**src/hw/rtl/lspid_pkg.sv**
```systemverilog
// ----------------------------------------------------------------------------
// Panel-ID responder package
// Transaction types, register offsets and panel-ID command tables that the
// responder uses.
// ----------------------------------------------------------------------------
package lspid_pkg;

    // Request transaction: one bus register access.
    typedef struct packed {
        logic        req_type;
        logic [11:0] reg_offset;
        logic [31:0] write_data;
    } req_t;

    // Response transaction: read value and busy flag after the access.
    typedef struct packed {
        logic [31:0] read_data;
        logic        busy_flag;
    } rsp_t;

    // Access kinds.
    localparam logic REQ_READ  = 1'b0;
    localparam logic REQ_WRITE = 1'b1;

    // Register byte offsets.
    localparam logic [11:0] OFS_CTRL0  = 12'h000;
    localparam logic [11:0] OFS_CTRL1  = 12'h004;
    localparam logic [11:0] OFS_DATA   = 12'h008;
    localparam logic [11:0] OFS_STATUS = 12'h00C;
    localparam logic [11:0] OFS_DATA2  = 12'h018;

    // Frame and status constants.
    localparam int          FRAME_W       = 9;
    localparam logic [31:0] STATUS_BASE   = 32'h0000_0002;
    localparam logic [31:0] STATUS_CNT_MASK = 32'h0000_003F;
    localparam int          STATUS_CNT_LSB  = 4;

    // Panel-ID commands.
    localparam logic [7:0] CMD_READ_ID  = 8'h04;
    localparam logic [7:0] CMD_ID1      = 8'hDA;
    localparam logic [7:0] CMD_ID2      = 8'hDB;
    localparam logic [7:0] CMD_ID3      = 8'hDC;
    localparam logic [7:0] CMD_ID_LAST  = 8'hDF;

    // ID byte values returned by the single-byte ID commands.
    localparam logic [7:0] ID1_BYTE = 8'h06;
    localparam logic [7:0] ID2_BYTE = 8'h85;
    localparam logic [7:0] ID3_BYTE = 8'h4A;

    // Response words for the full ID read.
    localparam logic [8:0] RID_WORD0 = 9'h000;
    localparam logic [8:0] RID_WORD1 = 9'h006;
    localparam logic [8:0] RID_WORD2 = 9'h10A;
    localparam logic [8:0] RID_WORD3 = 9'h128;

    // True for a byte that names a panel-ID command.
    function automatic logic is_id_byte(input logic [7:0] b);
        is_id_byte = (b == CMD_READ_ID) || ((b >= CMD_ID1) && (b <= CMD_ID_LAST));
    endfunction

    // Number of response words that a panel-ID command queues.
    function automatic logic [2:0] id_resp_len(input logic [7:0] cmd);
        if (cmd == CMD_READ_ID) begin
            id_resp_len = 3'd4;
        end else if ((cmd >= CMD_ID1) && (cmd <= CMD_ID3)) begin
            id_resp_len = 3'd1;
        end else begin
            id_resp_len = 3'd0;
        end
    endfunction

    // Response word at a queue slot for a panel-ID command.
    function automatic logic [8:0] id_resp_word(input logic [7:0] cmd, input logic [1:0] idx);
        logic [7:0] id_byte;
        id_byte = ID3_BYTE;
        if (cmd == CMD_ID1) begin
            id_byte = ID1_BYTE;
        end else if (cmd == CMD_ID2) begin
            id_byte = ID2_BYTE;
        end
        if (cmd == CMD_READ_ID) begin
            case (idx)
                2'd0:    id_resp_word = RID_WORD0;
                2'd1:    id_resp_word = RID_WORD1;
                2'd2:    id_resp_word = RID_WORD2;
                default: id_resp_word = RID_WORD3;
            endcase
        end else begin
            id_resp_word = {id_byte, 1'b0};
        end
    endfunction

endpackage

```
**src/hw/rtl/lcd_spi_panel_id_responder_top.sv**
```systemverilog
// ----------------------------------------------------------------------------
// Panel-ID responder top level
// Register front end of an SPI display controller with a receive FIFO and a
// canned panel-ID response queue.
// ----------------------------------------------------------------------------
// The block takes one register access per clock cycle while req_stall is low
// and registers its response transaction. All state updates for an
// access (control registers, response queue, receive FIFO pointers and busy)
// finish in the cycle of acceptance, so back-to-back accesses see each other's
// effects. The receive FIFO is a one-write, one-read memory whose read data
// is prefetched into a register at the head position. A two-entry output
// buffer lets a new access enter while a response waits; req_stall rises only
// when both entries hold responses that have not been taken. No clearing pass
// is needed after reset.
module lcd_spi_panel_id_responder_top
    import lspid_pkg::*;
#(
    parameter int FIFO_DEPTH = 16
)
(
    input  logic clk,
    input  logic rst_n,
    input  logic req_valid,
    output logic req_stall,
    input  req_t req,
    output logic rsp_valid,
    input  logic rsp_stall,
    output rsp_t rsp
);

    localparam int PTR_W = (FIFO_DEPTH > 1) ? $clog2(FIFO_DEPTH) : 1;
    localparam int CNT_W = $clog2(FIFO_DEPTH + 1);
    localparam int SUM_W = PTR_W + 1;
    localparam logic [CNT_W-1:0] DEPTH_CNT = CNT_W'(FIFO_DEPTH);
    localparam logic [SUM_W-1:0] DEPTH_SUM = SUM_W'(FIFO_DEPTH);
    localparam logic [PTR_W-1:0] LAST_PTR  = PTR_W'(FIFO_DEPTH - 1);

    // State registers.
    logic [31:0]      ctrl0_reg, ctrl0_next;
    logic [31:0]      ctrl1_reg, ctrl1_next;
    logic [PTR_W-1:0] head_reg, head_next;
    logic [CNT_W-1:0] count_reg, count_next;
    logic [8:0]       head_data_reg;
    logic [8:0]       resp_word_reg [4];
    logic [2:0]       resp_len_reg, resp_len_next;
    logic [2:0]       resp_pos_reg, resp_pos_next;
    logic             busy_reg, busy_next;
    logic [8:0]       fifo_mem [FIFO_DEPTH];

    // Output buffer.
    rsp_t             out_reg, skid_reg;
    logic             out_valid_reg, skid_valid_reg;

    // Decode.
    logic             accept;
    logic             is_wr, is_data_ofs;
    logic             data_wr, data_rd, status_rd;
    logic [8:0]       frame;
    logic [7:0]       raw_byte, shift_byte, cmd;
    logic             id_raw, id_shift, id_hit;
    logic [PTR_W-1:0] head_mid;
    logic [CNT_W-1:0] count_mid;
    logic             push_ok, pop;
    logic [8:0]       push_word;
    logic [SUM_W-1:0] wr_sum;
    logic [PTR_W-1:0] wr_addr;
    logic [PTR_W-1:0] head_inc;
    logic             queue_take;
    rsp_t             result;

    // Handshake.
    assign accept    = req_valid && !skid_valid_reg;
    assign req_stall = skid_valid_reg;
    assign rsp_valid = out_valid_reg;
    assign rsp       = out_reg;

    // Access decode.
    assign is_wr       = (req.req_type == REQ_WRITE);
    assign is_data_ofs = (req.reg_offset == OFS_DATA) || (req.reg_offset == OFS_DATA2);
    assign data_wr     = accept && is_wr && is_data_ofs;
    assign data_rd     = accept && !is_wr && is_data_ofs;
    assign status_rd   = accept && !is_wr && (req.reg_offset == OFS_STATUS);

    // Panel-ID command detection; the raw byte wins over the shifted byte.
    assign frame      = req.write_data[FRAME_W-1:0];
    assign raw_byte   = frame[7:0];
    assign shift_byte = frame[8:1];
    assign id_raw     = !frame[8] && is_id_byte(raw_byte);
    assign id_shift   = !frame[8] && is_id_byte(shift_byte);
    assign id_hit     = data_wr && (id_raw || id_shift);
    assign cmd        = id_raw ? raw_byte : shift_byte;

    // Pushed word: next queued word, else zero (ID command or queue spent).
    assign queue_take = data_wr && !id_hit && (resp_pos_reg < resp_len_reg);
    assign push_word  = queue_take ? resp_word_reg[resp_pos_reg[1:0]] : 9'h000;

    // FIFO pointer arithmetic.
    assign head_mid  = id_hit ? '0 : head_reg;
    assign count_mid = id_hit ? '0 : count_reg;
    assign push_ok   = data_wr && (count_mid < DEPTH_CNT);
    assign pop       = data_rd && (count_reg != '0);
    assign wr_sum    = SUM_W'(head_mid) + SUM_W'(count_mid);
    assign wr_addr   = (wr_sum >= DEPTH_SUM) ? PTR_W'(wr_sum - DEPTH_SUM) : PTR_W'(wr_sum);
    assign head_inc  = (head_reg == LAST_PTR) ? '0 : head_reg + 1'b1;

    // Next-state logic.
    always_comb
    begin
        ctrl0_next    = ctrl0_reg;
        ctrl1_next    = ctrl1_reg;
        head_next     = head_mid;
        count_next    = count_mid;
        resp_len_next = resp_len_reg;
        resp_pos_next = resp_pos_reg;
        busy_next     = busy_reg;
        if (accept && is_wr && (req.reg_offset == OFS_CTRL0)) begin
            ctrl0_next = req.write_data;
        end
        if (accept && is_wr && (req.reg_offset == OFS_CTRL1)) begin
            ctrl1_next = req.write_data;
        end
        if (id_hit) begin
            resp_len_next = id_resp_len(cmd);
            resp_pos_next = 3'd0;
        end else if (queue_take) begin
            resp_pos_next = resp_pos_reg + 3'd1;
        end
        if (push_ok) begin
            count_next = count_mid + 1'b1;
        end
        if (pop) begin
            head_next  = head_inc;
            count_next = count_reg - 1'b1;
        end
        if (data_wr) begin
            busy_next = 1'b1;
        end
        if (status_rd) begin
            busy_next = 1'b0;
        end
    end

    // Read data and response assembly.
    always_comb
    begin
        result.read_data = 32'h0;
        if (accept && !is_wr) begin
            case (req.reg_offset)
                OFS_CTRL0:  result.read_data = ctrl0_reg;
                OFS_CTRL1:  result.read_data = ctrl1_reg;
                OFS_DATA,
                OFS_DATA2:  result.read_data = pop ? 32'(head_data_reg) : 32'h0;
                OFS_STATUS: result.read_data = STATUS_BASE
                                | ((32'(count_reg) & STATUS_CNT_MASK) << STATUS_CNT_LSB);
                default:    result.read_data = 32'h0;
            endcase
        end
        result.busy_flag = busy_next;
    end

    // Control state registers.
    always_ff @(posedge clk or negedge rst_n)
    begin
        if (!rst_n) begin
            ctrl0_reg    <= '0;
            ctrl1_reg    <= '0;
            head_reg     <= '0;
            count_reg    <= '0;
            resp_len_reg <= '0;
            resp_pos_reg <= '0;
            busy_reg     <= 1'b0;
        end else begin
            ctrl0_reg    <= ctrl0_next;
            ctrl1_reg    <= ctrl1_next;
            head_reg     <= head_next;
            count_reg    <= count_next;
            resp_len_reg <= resp_len_next;
            resp_pos_reg <= resp_pos_next;
            busy_reg     <= busy_next;
        end
    end

    // Response queue words, loaded by an ID read.
    always_ff @(posedge clk)
    begin
        if (id_hit) begin
            resp_word_reg[0] <= id_resp_word(cmd, 2'd0);
            resp_word_reg[1] <= id_resp_word(cmd, 2'd1);
            resp_word_reg[2] <= id_resp_word(cmd, 2'd2);
            resp_word_reg[3] <= id_resp_word(cmd, 2'd3);
        end
    end

    // Receive FIFO memory with the head entry prefetched into a register.
    always_ff @(posedge clk)
    begin
        if (push_ok) begin
            fifo_mem[wr_addr] <= push_word;
        end
        if (push_ok && (wr_addr == head_next)) begin
            head_data_reg <= push_word;
        end else begin
            head_data_reg <= fifo_mem[head_next];
        end
    end

    // Two-entry output buffer.
    always_ff @(posedge clk or negedge rst_n)
    begin
        if (!rst_n) begin
            out_valid_reg  <= 1'b0;
            skid_valid_reg <= 1'b0;
        end else begin
            if (!out_valid_reg || !rsp_stall) begin
                if (skid_valid_reg) begin
                    out_valid_reg  <= 1'b1;
                    skid_valid_reg <= 1'b0;
                end else begin
                    out_valid_reg  <= accept;
                end
            end else if (accept) begin
                skid_valid_reg <= 1'b1;
            end
        end
    end

    always_ff @(posedge clk)
    begin
        if (!out_valid_reg || !rsp_stall) begin
            if (skid_valid_reg) begin
                out_reg <= skid_reg;
            end else if (accept) begin
                out_reg <= result;
            end
        end else if (accept) begin
            skid_reg <= result;
        end
    end

    // The fill count never goes past the FIFO depth.
    assert property (@(posedge clk) disable iff (!rst_n) count_reg <= DEPTH_CNT)
        else $error("receive FIFO count exceeds depth");

    // The skid entry is only ever in use behind a held output entry.
    assert property (@(posedge clk) disable iff (!rst_n) skid_valid_reg |-> out_valid_reg)
        else $error("skid entry valid while output entry empty");

    // A transmit leaves the block busy.
    assert property (@(posedge clk) disable iff (!rst_n) data_wr |=> busy_reg)
        else $error("busy not set after transmit");

    // A status read clears busy.
    assert property (@(posedge clk) disable iff (!rst_n) status_rd |=> !busy_reg)
        else $error("busy not cleared by status read");

    // A pop of a non-empty FIFO lowers the count by one.
    assert property (@(posedge clk) disable iff (!rst_n)
        pop |=> (count_reg == $past(count_reg) - 1'b1))
        else $error("FIFO count not decremented by pop");

endmodule

```
**config.mk**
```make
export PLATFORM = sky130hd
export DESIGN_NAME = lcd_spi_panel_id_responder_top
export DESIGN_NICKNAME = d
export VERILOG_FILES = /design/src/hw/rtl/lspid_pkg.sv /design/src/hw/rtl/lcd_spi_panel_id_responder_top.sv
export SDC_FILE = /design/constraint.sdc
export NUM_CORES = 1
export LEC_CHECK = 0
export BUFFER_PORTS_ARGS = -buffer_cell sky130_fd_sc_hd__buf_2
export CORE_ASPECT_RATIO = 0.8
export CORE_MARGIN = 2
export CORE_UTILIZATION = 41
export DETAILED_ROUTE_END_ITERATION = 12
export PLACE_DENSITY_LB_ADDON = 0.05
export SYNTH_ARGS = -nofsm -noshare
export SYNTH_HDL_FRONTEND = slang
export SYNTH_SLANG_ARGS = --single-unit
```
**constraint.sdc**
```tcl
create_clock -name clk -period 12 [get_ports clk]
set_input_delay 3 -clock clk [delete_from_list [all_inputs] [get_ports clk]]
set_output_delay 3 -clock clk [all_outputs]
set_load 0.05 [all_outputs]
```
==> metrics <==
Synth area leaders edfxtp_1 (47%), dfrtp_1 (19%), mux2_2 (7.4%), mux4_2 (4.3%), a21o_1 (2.1%); max-slew violation count 0; Post-Place Worst Slack 4650 ps; hold_sp resp_len_reg[0]; routed len/inst 21.2 um; nets 886; Mapped Cells 738; placed instance area 11800 um^2; CP Max Fanout 17; io pins 84; die area 28000 um^2; drt total wl 25.6 mm; synthesized area per cell 14.8 um^2; Seq/Total Area, Yosys 65.9%; PortBufs 83; worst min-delay path category reg2reg; Total GRT Usage 18.2%; post-CTS setup buffer count 0; starting density of the core 41.7%; Final Critical Period 6810 ps; number of diodes 0; num rows 53; slew margin rel. 18.6%; Synth Cell Area 10900 um^2; Iter 0 DRT Violations 431; utilization after layout 48.3%; core area 26300 um^2; H-Tree Depth 1; Startpoint Class input port; Slew @ Worst Pin 1200 ps; P_leak 5.38 nW; PostCTS Resize Cnt 0; Primary FF master, synth edfxtp_1; Worst Path Required 12160 ps; clk slew on worst S/H paths 60 ps; status finished clean; Final Hold Viols 0; Post-DRT Antenna Nets 0; Synth top area share 46.6%; CTS buffer count 27; Synth cell types 61; GPL Wtd Cong 0.788; post-route setup TNS 0 ps; die width 187 um; Final Cycle Share 56.8%; number of synthesized flops with an enable pin 170; worst hold slack 491 ps; final setup violation count 0; vias in the first global route 6721; FF-to-FF Start req_stall; vias per inst 5.57; Remaining DRCs 0; VDD IR max 0.115 mV; power per cell area 148 nW/um^2; total number of vias 6720; pin count of the biggest net entering global routing 66; Max Root-Sink Buffers 3; CTS tree yes; Worst Setup SP req[34]; Worst EP arrival 6970 ps; post-synth top area cell edfxtp_1; detailed placer's ending HPWL 17.2 mm; clock latency on the worst-skew pair 550 ps; max reg flops 96; maxcap violations 0; Design Area, Final 12700 um^2; drt first pass iters 5; GRT overflow 0; first-pass GRT wire length 39.3 mm; Seq cells post-synth 255; YS warnings 0; Async SR Flop Fraction 31.8%; die height 150 um; share of post-route cells with drive strength above 1 30.5%; worst clock skew 17.2 ps; initial antenna violation count 0; Net Count, Synth 796; clk root buf clkbuf_16; CTS Hold Bufs 0; clock sink total 255; RSZ-0062 raised after global routing false; worst setup slack after layout 5190 ps; Layout area overhead 15.9%; FMAX 147 MHz; Crit. End Element flop; critical path type in2reg
[cell type report]
| type | instances | area [um^2] |
|---|---|---|
| fill | 2285 | 13600 |
| tap | 357 | 447 |
| inverter | 10 | 37.5 |
| multi-input combinational | 433 | 3560 |
| sequential | 255 | 7210 |
| clock inverter | 18 | 164 |
| timing repair buffer | 101 | 553 |
| clock buffer | 32 | 714 |
[worst paths after layout]
kind,cells after the start,slack (ps),to
min in group asynchronous,1,2310,ctrl1_reg[25]
max in group asynchronous,2,8530,ctrl0_reg[12]
setup reg to reg,10,7620,fifo_mem[13][7]
hold reg to reg,1,490,resp_len_reg[0]
hold / removal,1,490,resp_len_reg[0]
setup / recovery,11,5190,fifo_mem[13][7]
[cell families after synthesis]
family | share of synthesized area (%)
flip-flops | 65.9
XOR/XNOR | 0.560
AND/OR/NAND/NOR | 8.80
multiplexers | 12.9
adder cells (fa/ha/maj) | 1.10
AO/OA/AOI/OAI | 8.84
buffers and inverters | 1.86
[placed cells by master (no fill, tap or decap), types with 21 or more instances in the layout]
master	instances
clkbuf_16	27
edfxtp_1	170
dfrtp_1	81
buf_2	82
a22o_1	24
mux2_2	72
a21o_1	30
nand2_1	36
nor3_1	24
nor2_1	39
mux4_2	21
[through the flow]
step | cells | power (mW)
3_3_place_gp | 1156 | 1.06
4_1_cts | 1206 | 1.89
5_1_grt | 1206 | 1.94
2_1_floorplan | 738 | 1.03
6_report | 1206 | 1.87
3_5_place_dp | 1156 | 1.06
[report_power, final]
group | total, mW | switching (mW) | leakage, nW | internal, mW
logic | 0.0895 | 0.0689 | 1.97 | 0.0206
registers | 0.953 | 0.00443 | 2.97 | 0.949
clock network | 0.830 | 0.343 | 0.435 | 0.487
total | 1.87 | 0.416 | 5.38 | 1.46
[Yosys cell counts (all sizes together) (5+ instances only)]
library cell and instances:
nand2 36, inv 10, mux2 73, buf 13, edfxtp 170, nand3 19
o22ai 8, nor2 39, a21oi 17, or4 8, mux2i 12, a21o 30
nor3 24, a22oi 9, dfrtp 81, clkbuf 27, nand2b 8, ha 8
nor2b 5, a211oi 6, o21ai 18, a22o 24, nor4 9, mux4 21
[critical path, cell delays in order]
cell and delay [ps]:
buf_2 230, or4b_4 600, or4_4 470, a211o_1 440, and2_1 270, ha_1 320, a21o_1 170, a21o_1 200
nor3_1 220, a211oi_2 230, nor3_1 800
[metal layers]
metal / GRT usage (%) / wire length, um / vias to the layer above
met3: 3.03 / 1300 / 38
met1: 27.6 / 12400 / 3421
met2: 27.5 / 11300 / 201
met5: 0 / 0 / -
met4: 4.40 / 562 / 0
li1: - / - / 3060
No activity file was read; power rests on OpenSTA's default activity.
